### src/design/scfp_pkg.sv
// Shared types, constants and the CRC-8 byte update for the sync CRC-8 frame parser.
package scfp_pkg;

    localparam logic [7:0] SYNC_BYTE = 8'hFF;
    localparam logic [7:0] CRC_POLY  = 8'h31;
    localparam logic [7:0] CRC_INIT  = 8'hFF;

    localparam int PAYLOAD_LEN     = 6;
    localparam int CNT_W           = 3;
    localparam int QUEUE_DEPTH_DEF = 2;

    localparam int APB_ADDR_W = 3;
    localparam int APB_DATA_W = 32;
    localparam logic [APB_ADDR_W-1:0] ADDR_PARSER_ENABLE = 3'd0;
    localparam logic PARSER_ENABLE_RST = 1'b1;

    localparam int IN_TDATA_W  = 8;
    localparam int OUT_TDATA_W = 72;
    localparam int OUT_PAD_W   = 7;

    localparam int VAL_W = 10;
    localparam logic [VAL_W-1:0] RST_YELLOW_ANGLE    = 10'd0;
    localparam logic [VAL_W-1:0] RST_YELLOW_DISTANCE = 10'd100;
    localparam logic [VAL_W-1:0] RST_BLUE_ANGLE      = 10'd180;
    localparam logic [VAL_W-1:0] RST_BLUE_DISTANCE   = 10'd80;
    localparam logic [VAL_W-1:0] RST_BALL_ANGLE      = 10'd0;
    localparam logic [VAL_W-1:0] RST_BALL_DISTANCE   = 10'd0;

    localparam logic [1:0] VIS_BOTH           = 2'd0;
    localparam logic [1:0] VIS_YELLOW_MISSING = 2'd1;
    localparam logic [1:0] VIS_BLUE_MISSING   = 2'd2;
    localparam logic [1:0] VIS_NONE           = 2'd3;

    typedef enum logic [1:0] {
        ST_HUNT,
        ST_PAYLOAD,
        ST_CRC
    } front_state_t;

    typedef struct packed {
        logic [PAYLOAD_LEN-1:0][7:0] payload;
    } scfp_frame_t;

    typedef struct packed {
        logic [OUT_PAD_W-1:0] pad;
        logic [1:0]           visibility_status;
        logic                 ball_seen;
        logic [VAL_W-1:0]     ball_distance;
        logic [VAL_W-1:0]     ball_angle;
        logic                 blue_seen;
        logic [VAL_W-1:0]     blue_distance;
        logic [VAL_W-1:0]     blue_angle;
        logic                 yellow_seen;
        logic [VAL_W-1:0]     yellow_distance;
        logic [VAL_W-1:0]     yellow_angle;
    } scfp_result_t;

    function automatic logic [7:0] crc8_update(input logic [7:0] crc, input logic [7:0] b);
        logic [7:0] v;
        v = crc ^ b;
        for (int k = 0; k < 8; k++)
        begin
            if (v[7])
            begin
                v = (v << 1) ^ CRC_POLY;
            end
            else
            begin
                v = v << 1;
            end
        end
        return v;
    endfunction

endpackage

### src/design/scfp_front.sv
// Front end: sync hunt, payload capture and CRC check, pushing good frames to the queue.
module scfp_front (
    input  logic                     clk,
    input  logic                     rst_n,
    input  logic                     parser_enable,
    input  logic                     s_tvalid,
    output logic                     s_tready,
    input  logic [7:0]               s_tdata,
    output logic                     push_valid,
    input  logic                     push_ready,
    output scfp_pkg::scfp_frame_t    push_data
);

    localparam logic [scfp_pkg::CNT_W-1:0] LAST_IDX = scfp_pkg::CNT_W'(scfp_pkg::PAYLOAD_LEN - 1);

    scfp_pkg::front_state_t state_reg, state_next;
    logic [scfp_pkg::CNT_W-1:0] count_reg, count_next;
    logic [7:0] crc_reg, crc_next;
    logic [scfp_pkg::PAYLOAD_LEN-1:0][7:0] payload_reg;
    logic take;

    assign take = s_tvalid && s_tready && parser_enable;

    always_comb
    begin
        state_next = state_reg;
        count_next = count_reg;
        crc_next   = crc_reg;
        if (take)
        begin
            unique case (state_reg)
                scfp_pkg::ST_HUNT:
                begin
                    if (s_tdata == scfp_pkg::SYNC_BYTE)
                    begin
                        state_next = scfp_pkg::ST_PAYLOAD;
                        count_next = '0;
                        crc_next   = scfp_pkg::CRC_INIT;
                    end
                end
                scfp_pkg::ST_PAYLOAD:
                begin
                    crc_next   = scfp_pkg::crc8_update(crc_reg, s_tdata);
                    count_next = count_reg + 1'b1;
                    if (count_reg == LAST_IDX)
                    begin
                        state_next = scfp_pkg::ST_CRC;
                    end
                end
                scfp_pkg::ST_CRC:
                begin
                    state_next = scfp_pkg::ST_HUNT;
                    count_next = '0;
                    crc_next   = scfp_pkg::CRC_INIT;
                end
                default:
                begin
                    state_next = scfp_pkg::ST_HUNT;
                    count_next = '0;
                    crc_next   = scfp_pkg::CRC_INIT;
                end
            endcase
        end
    end

    always_comb
    begin
        s_tready   = 1'b1;
        push_valid = 1'b0;
        unique case (state_reg)
            scfp_pkg::ST_CRC:
            begin
                s_tready   = !(parser_enable && !push_ready);
                push_valid = take && (s_tdata == crc_reg);
            end
            default:
            begin
                s_tready   = 1'b1;
                push_valid = 1'b0;
            end
        endcase
    end

    assign push_data.payload = payload_reg;

    always_ff @(posedge clk or negedge rst_n)
    begin
        if (!rst_n)
        begin
            state_reg <= scfp_pkg::ST_HUNT;
            count_reg <= '0;
            crc_reg   <= scfp_pkg::CRC_INIT;
        end
        else
        begin
            state_reg <= state_next;
            count_reg <= count_next;
            crc_reg   <= crc_next;
        end
    end

    always_ff @(posedge clk)
    begin
        if (take && state_reg == scfp_pkg::ST_PAYLOAD)
        begin
            payload_reg[count_reg] <= s_tdata;
        end
    end

endmodule

### src/design/scfp_queue.sv
// Short frame queue between the front end and the result stage.
module scfp_queue #(
    parameter int DEPTH = scfp_pkg::QUEUE_DEPTH_DEF
) (
    input  logic                  clk,
    input  logic                  rst_n,
    input  logic                  push_valid,
    output logic                  push_ready,
    input  scfp_pkg::scfp_frame_t push_data,
    output logic                  pop_valid,
    input  logic                  pop_ready,
    output scfp_pkg::scfp_frame_t pop_data
);

    localparam int PTR_W = $clog2(DEPTH);
    localparam int FILL_W = $clog2(DEPTH + 1);
    localparam logic [PTR_W-1:0] LAST_PTR = PTR_W'(DEPTH - 1);
    localparam logic [FILL_W-1:0] FULL_FILL = FILL_W'(DEPTH);

    scfp_pkg::scfp_frame_t entry_reg [DEPTH];
    logic [PTR_W-1:0] wr_ptr_reg, wr_ptr_next;
    logic [PTR_W-1:0] rd_ptr_reg, rd_ptr_next;
    logic [FILL_W-1:0] fill_reg, fill_next;
    logic do_push, do_pop;

    assign push_ready = (fill_reg != FULL_FILL);
    assign pop_valid  = (fill_reg != '0);
    assign do_push    = push_valid && push_ready;
    assign do_pop     = pop_valid && pop_ready;
    assign pop_data   = entry_reg[rd_ptr_reg];

    always_comb
    begin
        wr_ptr_next = wr_ptr_reg;
        rd_ptr_next = rd_ptr_reg;
        fill_next   = fill_reg;
        if (do_push)
        begin
            wr_ptr_next = (wr_ptr_reg == LAST_PTR) ? '0 : wr_ptr_reg + 1'b1;
        end
        if (do_pop)
        begin
            rd_ptr_next = (rd_ptr_reg == LAST_PTR) ? '0 : rd_ptr_reg + 1'b1;
        end
        if (do_push && !do_pop)
        begin
            fill_next = fill_reg + 1'b1;
        end
        else if (do_pop && !do_push)
        begin
            fill_next = fill_reg - 1'b1;
        end
    end

    always_ff @(posedge clk or negedge rst_n)
    begin
        if (!rst_n)
        begin
            wr_ptr_reg <= '0;
            rd_ptr_reg <= '0;
            fill_reg   <= '0;
        end
        else
        begin
            wr_ptr_reg <= wr_ptr_next;
            rd_ptr_reg <= rd_ptr_next;
            fill_reg   <= fill_next;
        end
    end

    always_ff @(posedge clk)
    begin
        if (do_push)
        begin
            entry_reg[wr_ptr_reg] <= push_data;
        end
    end

endmodule

### src/design/scfp_back.sv
// Result stage: held target values, visibility status and the output register.
module scfp_back (
    input  logic                               clk,
    input  logic                               rst_n,
    input  logic                               pop_valid,
    output logic                               pop_ready,
    input  scfp_pkg::scfp_frame_t              pop_data,
    output logic                               m_tvalid,
    input  logic                               m_tready,
    output logic [scfp_pkg::OUT_TDATA_W-1:0]   m_tdata
);

    logic [scfp_pkg::VAL_W-1:0] ya_reg, ya_next, yd_reg, yd_next;
    logic [scfp_pkg::VAL_W-1:0] ba_reg, ba_next, bd_reg, bd_next;
    logic [scfp_pkg::VAL_W-1:0] ca_reg, ca_next, cd_reg, cd_next;
    logic ys, bs, cs;
    logic [1:0] status;
    logic out_valid_reg;
    scfp_pkg::scfp_result_t out_reg, out_next;
    logic do_pop;

    assign pop_ready = !out_valid_reg || m_tready;
    assign do_pop    = pop_valid && pop_ready;

    always_comb
    begin
        ys = (pop_data.payload[1] != 8'd0);
        bs = (pop_data.payload[3] != 8'd0);
        cs = (pop_data.payload[5] != 8'd0);
        ya_next = ys ? {pop_data.payload[0], 2'b00} : ya_reg;
        yd_next = ys ? {pop_data.payload[1], 2'b00} : yd_reg;
        ba_next = bs ? {pop_data.payload[2], 2'b00} : ba_reg;
        bd_next = bs ? {pop_data.payload[3], 2'b00} : bd_reg;
        ca_next = cs ? {pop_data.payload[4], 2'b00} : ca_reg;
        cd_next = cs ? {pop_data.payload[5], 2'b00} : cd_reg;
        case ({ys, bs})
            2'b11:   status = scfp_pkg::VIS_BOTH;
            2'b01:   status = scfp_pkg::VIS_YELLOW_MISSING;
            2'b10:   status = scfp_pkg::VIS_BLUE_MISSING;
            default: status = scfp_pkg::VIS_NONE;
        endcase
        out_next.pad               = '0;
        out_next.visibility_status = status;
        out_next.ball_seen         = cs;
        out_next.ball_distance     = cd_next;
        out_next.ball_angle        = ca_next;
        out_next.blue_seen         = bs;
        out_next.blue_distance     = bd_next;
        out_next.blue_angle        = ba_next;
        out_next.yellow_seen       = ys;
        out_next.yellow_distance   = yd_next;
        out_next.yellow_angle      = ya_next;
    end

    always_ff @(posedge clk or negedge rst_n)
    begin
        if (!rst_n)
        begin
            out_valid_reg <= 1'b0;
            ya_reg <= scfp_pkg::RST_YELLOW_ANGLE;
            yd_reg <= scfp_pkg::RST_YELLOW_DISTANCE;
            ba_reg <= scfp_pkg::RST_BLUE_ANGLE;
            bd_reg <= scfp_pkg::RST_BLUE_DISTANCE;
            ca_reg <= scfp_pkg::RST_BALL_ANGLE;
            cd_reg <= scfp_pkg::RST_BALL_DISTANCE;
        end
        else
        begin
            if (do_pop)
            begin
                out_valid_reg <= 1'b1;
                ya_reg <= ya_next;
                yd_reg <= yd_next;
                ba_reg <= ba_next;
                bd_reg <= bd_next;
                ca_reg <= ca_next;
                cd_reg <= cd_next;
            end
            else if (m_tready)
            begin
                out_valid_reg <= 1'b0;
            end
        end
    end

    always_ff @(posedge clk)
    begin
        if (do_pop)
        begin
            out_reg <= out_next;
        end
    end

    assign m_tvalid = out_valid_reg;
    assign m_tdata  = out_reg;

endmodule

### src/design/sync_crc8_frame_parser_top.sv
// Top level of the sync CRC-8 frame parser: register port, front end, queue and result stage.
//
// Channel   Direction  Handshake                    Payload
// s_*       in         s_tvalid / s_tready          s_tdata: rx_byte
// m_*       out        m_tvalid / m_tready          m_tdata: one decoded frame
// APB       in/out     psel, penable, pwrite        parser_enable at byte address 0
//
// One byte is taken per cycle while s_tready is high, and the front end's CRC update is
// one unrolled byte step. A frame's result is written into the queue on its CRC byte
// transfer, then moves to the output register, which raises m_tvalid, once that is free.
// s_tready drops only on a CRC byte while the queue is full.
// Reset is asynchronous and immediate; no clearing pass is needed.
module sync_crc8_frame_parser_top #(
    parameter int QUEUE_DEPTH = scfp_pkg::QUEUE_DEPTH_DEF
) (
    input  logic                              clk,
    input  logic                              rst_n,
    input  logic                              psel,
    input  logic                              penable,
    input  logic                              pwrite,
    input  logic [scfp_pkg::APB_ADDR_W-1:0]   paddr,
    input  logic [scfp_pkg::APB_DATA_W-1:0]   pwdata,
    output logic [scfp_pkg::APB_DATA_W-1:0]   prdata,
    output logic                              pready,
    input  logic                              s_tvalid,
    output logic                              s_tready,
    // [7:0] rx_byte
    input  logic [scfp_pkg::IN_TDATA_W-1:0]   s_tdata,
    output logic                              m_tvalid,
    input  logic                              m_tready,
    // [9:0] yellow_angle, [19:10] yellow_distance, [20] yellow_seen,
    // [30:21] blue_angle, [40:31] blue_distance, [41] blue_seen,
    // [51:42] ball_angle, [61:52] ball_distance, [62] ball_seen,
    // [64:63] visibility_status, [71:65] zero
    output logic [scfp_pkg::OUT_TDATA_W-1:0]  m_tdata
);

    logic enable_reg;
    logic push_valid, push_ready, pop_valid, pop_ready;
    scfp_pkg::scfp_frame_t push_data, pop_data;

    assign pready = 1'b1;
    assign prdata = (paddr == scfp_pkg::ADDR_PARSER_ENABLE) ?
                    {{(scfp_pkg::APB_DATA_W-1){1'b0}}, enable_reg} : '0;

    always_ff @(posedge clk or negedge rst_n)
    begin
        if (!rst_n)
        begin
            enable_reg <= scfp_pkg::PARSER_ENABLE_RST;
        end
        else if (psel && penable && pwrite && pready &&
                 paddr == scfp_pkg::ADDR_PARSER_ENABLE)
        begin
            enable_reg <= pwdata[0];
        end
    end

    scfp_front u_front (
        .clk           (clk),
        .rst_n         (rst_n),
        .parser_enable (enable_reg),
        .s_tvalid      (s_tvalid),
        .s_tready      (s_tready),
        .s_tdata       (s_tdata),
        .push_valid    (push_valid),
        .push_ready    (push_ready),
        .push_data     (push_data)
    );

    scfp_queue #(
        .DEPTH (QUEUE_DEPTH)
    ) u_queue (
        .clk        (clk),
        .rst_n      (rst_n),
        .push_valid (push_valid),
        .push_ready (push_ready),
        .push_data  (push_data),
        .pop_valid  (pop_valid),
        .pop_ready  (pop_ready),
        .pop_data   (pop_data)
    );

    scfp_back u_back (
        .clk       (clk),
        .rst_n     (rst_n),
        .pop_valid (pop_valid),
        .pop_ready (pop_ready),
        .pop_data  (pop_data),
        .m_tvalid  (m_tvalid),
        .m_tready  (m_tready),
        .m_tdata   (m_tdata)
    );

endmodule

### config.mk
export PLATFORM = sky130hd
export DESIGN_NAME = sync_crc8_frame_parser_top
export DESIGN_NICKNAME = d
export VERILOG_FILES = /design/src/design/scfp_pkg.sv /design/src/design/scfp_front.sv /design/src/design/scfp_queue.sv /design/src/design/scfp_back.sv /design/src/design/sync_crc8_frame_parser_top.sv
export SDC_FILE = /design/constraint.sdc
export NUM_CORES = 1
export LEC_CHECK = 0
export BUFFER_PORTS_ARGS = -buffer_cell sky130_fd_sc_hd__buf_2
export CORE_ASPECT_RATIO = 0.7
export CORE_UTILIZATION = 40
export CTS_CLUSTER_DIAMETER = 150
export DETAILED_ROUTE_END_ITERATION = 10
export GPL_TIMING_DRIVEN = 0
export SLEW_MARGIN = 10
export SYNTH_ARGS = -nofsm -noshare
export SYNTH_HDL_FRONTEND = slang
export SYNTH_SLANG_ARGS = --single-unit
### constraint.sdc
create_clock -name clk -period 6.6 [get_ports clk]
set_clock_uncertainty 0.15 [all_clocks]
set_input_delay 0.99 -clock clk [delete_from_list [all_inputs] [get_ports clk]]
set_output_delay 0.99 -clock clk [all_outputs]
set_load 0.02 [all_outputs]
[Word-level counts from Yosys, hierarchy flattened]
Memories as Yosys holds them, arrays and structs flattened.
Cells that the tools add are included.
Word-level totals
  register bits after elaboration: 192
  bits in writable memories: 96
  bits of input ports: 50
  output and inout port bits: 107
  logic and storage cells: 137
  memories kept: 1
Operators by class
  $add $sub $neg: 5
  magnitude comparators: 2
  equal/unequal tests: 11
  mux-type cells: 50
  bitwise operators: 9
  reductions and logical operators: 29
Memory list
  u_queue.entry_reg: words 2, bits a word 48, read ports 1, clocked after Yosys merged registers in 0, write ports 1, RTL line scfp_queue.sv:20  | scfp_pkg::scfp_frame_t entry_reg [DEPTH];
Operators by type and width (number)
  2-to-1 mux 8 bit: 16
  2-to-1 mux 10 bit: 6
  bitwise mux 48 bit: 1
  2-to-1 mux 6 bit: 8
  demux 8 bit (select 3 bit): 1
  inverter 3 bit: 8
  nonzero test 8 bit: 3
  case mux 8 bit (2 select lines): 1
  logical AND 1 bit: 13
  2-to-1 mux 1 bit: 9
  equality test 8 bit: 1
  equality test 8 bit (second input constant): 1
  2-to-1 mux 2 bit: 4
  bitwise XOR 8 bit: 1
  equality test 2 bit (second input constant): 3
  case mux 2 bit (3 select lines): 1
  case mux 3 bit (2 select lines): 1
  nonzero test 2 bit: 3
  logical NOT 1 bit: 5
  equality test 2 x 1 -> 1 bit (second input constant): 2
  < comparator 3 x 4 -> 1 bit (second input constant): 1
  != test 2 x 1 -> 1 bit (second input constant): 2
  case mux 2 bit (2 select lines): 1
  adder 3 x 1 -> 3 bit (second input constant): 1
  other kinds (12): 13

[Logic depth before layout (Yosys ltp)]
  depth after elaboration: 35
  gate-level depth with buffers: 8
  mapped depth without buffers: 7

[Cells and area by module]
Synthesis repeated with hierarchy kept, for this count alone.
Second synthesis, totals
  cells, all modules: 625
  area total of the unflattened synthesis: 11247.0 um^2
Modules (own cells, without submodules)
  scfp_back: instances 1, cells each 287, area each 4849.7 um^2, sequential area each 3489.6 um^2
  scfp_queue: instances 1, cells each 167, area each 3703.6 um^2, sequential area each 2982.9 um^2
  scfp_front: instances 1, cells each 132, area each 2384.8 um^2, sequential area each 1776.7 um^2
  sync_crc8_frame_parser_top: instances 1, cells each 39, area each 309.0 um^2, sequential area each 26.3 um^2

[Least setup slack after synthesis]
OpenSTA, ideal clock, no wires.
  path type: input-to-reg
  from: input port s_tdata[7] in the netlist's numbering
  to: memory u_queue.entry_reg[0][0] in the netlist's numbering, enable pin
  library setup time: 0.573 ns
  arrival time: 6.236 ns
  data required time: 5.877 ns
  setup slack: -0.359 ns
  stages: 3
  path buffers: 0
  cell sequence: xnor2_1 nand4_1 nor4_1
Between the ends
  longest elaborated chain between the ends: 6
RTL lines
  start, declared: RTL line sync_crc8_frame_parser_top.sv:28  | input logic [scfp_pkg::IN_TDATA_W-1:0] s_tdata,
  equality test 8 bit: RTL line scfp_front.sv:74  | push_valid = take && (s_tdata == crc_reg);
  logical AND 1 bit: RTL line scfp_front.sv:74
  2-to-1 mux 1 bit: RTL line scfp_front.sv:70  | unique case (state_reg)
  logical AND 1 bit: RTL line scfp_queue.sv:28  | assign do_push = push_valid && push_ready;
  2-to-1 mux 1 bit: RTL line scfp_queue.sv:73  | if (do_push)
  2-to-1 mux 1 bit (not written as such): RTL line scfp_queue.sv:75  | entry_reg[wr_ptr_reg] <= push_data;
  end, declared: RTL line scfp_queue.sv:20
No other way between the ends.

[Final worst setup path]
  from: input port s_tdata[7] in the netlist's numbering
  to: memory u_queue.entry_reg[0][19] in the netlist's numbering, enable pin
The elaborated chain is that of the path after synthesis.

==> flow_summary.ini <==
[clock_tree]
clockBufferDepth = 3
htreeDepth = 1
clock_latency_ns = 0.54
cts_tree = yes
post_cts_resized = 0
cts_sinks = 288
post_cts_buffers = 0
cts_buffers = 28
root_buffer = clkbuf_16
cts.reportedPaths.clkPinSlew_ns = 0.06
cts_hold_buf = 0

[grt]
grt_pass1_wl_um = 31600
met2_usage_pct = 20.5
met1_usage_pct = 22.4
grtUsageTotal_pct = 14.3
grt_max_degree = 50
grt_remaining_overflow = 0
globalRouteMet3Util_pct = 2.59
antenna_found_initial = 0
grt_pass1_vias = 5585
busiest_layer = met1

[sta]
slew_violations = 0
fin_crit_ns = 3.35
tightest_slew_ns = 1.18
hold_viol = 0
slew_headroom_pct = 20.8
finalSetupTns_ns = 0
finalSetupViolCount = 0
setup_ws_ns = 3.25
max_freq_ghz = 0.299
finalCritPeriodShare_pct = 50.7
grt_setup_unrepaired = no

[placement]
place_ws_ns = 2.63
port_buffers = 86
dp.cells = 1139
placed_area_um2 = 12500
gp_congestion = 0.767
dpl.hpwl_um = 13700

[routing]
first_pass_iters = 4
wl_per_cell_um = 17.2
wirelength_um = 20400
vias_per_cell = 4.79
drtIter0Drc = 330
ant_nets = 0
drcViolationCount = 0
vias = 5704

[yosys]
synth_cell_types = 50
ys_ff_latch = 288
ys.flop_type = edfxtp_1
synth_area_um2 = 11300
syn_avg_cell_area_um2 = 17.5
synth_top_area_cell = edfxtp_1
synthTopCellsByCount = edfxtp_1 (209), mux2_2 (82), dfrtp_1 (61), buf_4 (40), and2_1 (28)
yosys-top-cells-area = edfxtp_1 (56%), dfrtp_1 (14%), mux2_2 (8.2%), dfstp_2 (4.2%), buf_4 (2.7%)
synth_most_common_cell = edfxtp_1
synth_cells = 643
ys_seq_area_share_pct = 73.4
synth_edf_count = 209
synth_warnings = 0
ys_async_sr_fraction_pct = 27.4
yosysTopAreaCellShare_pct = 55.7

[finish]
area_growth_pct = 18.8
fin_area_um2 = 13400
largest_reg_flops = 96
seqCellArea_um2 = 8280
stdcell_count = 1191
nFillCells = 2313
multiInputGateArea_um2 = 2750
fin_util_pct = 49.2
fin_nets = 858
diodes = 0
drive_gt1_share_pct = 38.1

[worst_setup_path]
r2r_start = enable_reg
reg2reg_depth = 6
startpoint_type = primary input
crit_chain = buf_2, xnor2_1, nand4_1, nor4_4, buf_6, buf_6, buf_6
required_ns = 6.70
critPathTopFamily = simple AND/OR/NAND/NOR gates
rrSetupSlack_ns = 3.43
cp.depth = 7
endpoint = u_queue.entry_reg[0][19]
crit_top_cell = buf_6
cp_slowest_cell = nor4_4
regToRegEndpoint = u_queue.entry_reg[0][19]
crit_path_end_kind = flip-flop
critical_path_class = in2reg
slowest_delay_ns = 0.85
path_buf_inv = 4
cp_max_fo = 13
cp.arrival_ns = 3.45
crit_start = s_tdata[7]

[hold_path]
min-delay-path-class = reg2reg
min_from = u_front.push_data[8]

[floorplanning]
dieArea_um2 = 28900
rows = 50
initial_core_util_pct = 41.4
io_pins = 157
fp.dieH_um = 142
die_w_um = 203
coreArea_um2 = 27200

[run]
maxCapViolations = 0

[power]
vdd_drop_max_v = 0.000164
p_per_area_nw_per_um2 = 278
leakage_uw = 0.00518

[run_status]
outcome = completed
-- cell families after synthesis --
family          count (synthesis)  synth area share [%]
fa+ha+maj                       3                 0.333
mux                            98                  9.62
compound gates                 75                  5.80
xor+xnor                       27                  2.72
simple gates                   83                  4.35
other cells                     2                0.0667
flops                         288                  73.4
buf+inv                        67                  3.66
-- worst reg2reg max path, cell delays in order, from the launching register on --
cell and delay, ns:
dfstp_2 0.55, nand2_1 0.19, or4b_1 0.60, nor4_4 0.79
buf_6 0.26, buf_6 0.20, buf_6 0.17
-- cells in the final DEF, fill, tap and decap left out, drive strengths merged, types with 7 or more instances in the layout --
cell       n
clkbuf    48
dfrtp     61
nor4      12
a22o       8
mux2i     16
buf      146
conb      39
mux2      82
o21ai      7
dfstp     18
xnor2     19
nor3       7
clkinv     9
o2bb2ai   16
nor2       9
edfxtp   209
a21o       8
nand2      8
and2      28
a21bo     16
-- metrics by stage --
stage / total power (uW) / hold WS [ns]
after detailed placement: 2150 / 0.279
after floorplan: 2110 / 0.271
after CTS: 3760 / 0.280
after global routing: 3850 / 0.295
final: 3720 / 0.284
after global placement: 2150 / 0.271
-- report_power, final --
| group | switching, uW | leakage (uW) | internal, uW |
|---|---|---|---|
| Combinational | 86.4 | 0.00179 | 77.5 |
| Clock | 656 | 0.000450 | 944 |
| Sequential | 9.42 | 0.00293 | 1940 |
-- per-layer routing --
layer / part of all wire, % / routed length, um
met1: 50 / 10300
met2: 43 / 8860
met5: 0 / 0
met3: 4.7 / 957
met4: 1.8 / 365
-- worst min path at each step --
stage / cells after the start / to
finish: 0 / u_queue.entry_reg[1][8]
detailed placement: 0 / u_queue.entry_reg[0][43]
global route: 0 / u_queue.entry_reg[0][14]
global placement: 0 / u_queue.entry_reg[0][31]
CTS: 0 / u_queue.entry_reg[0][14]
floorplan: 0 / u_queue.entry_reg[0][0]
-- final cells by class --
cell class,count,share of cell area [%]
inverters,5,0.140
flip-flops and latches,288,61.8
repair buffers,95,4.19
clock inverters,15,1.18
clock buffers,37,5.79
plain buffers,62,2.97
multi-input cells,325,20.5
well taps,364,3.40
Note: power is estimated with default switching activity, not from simulation.
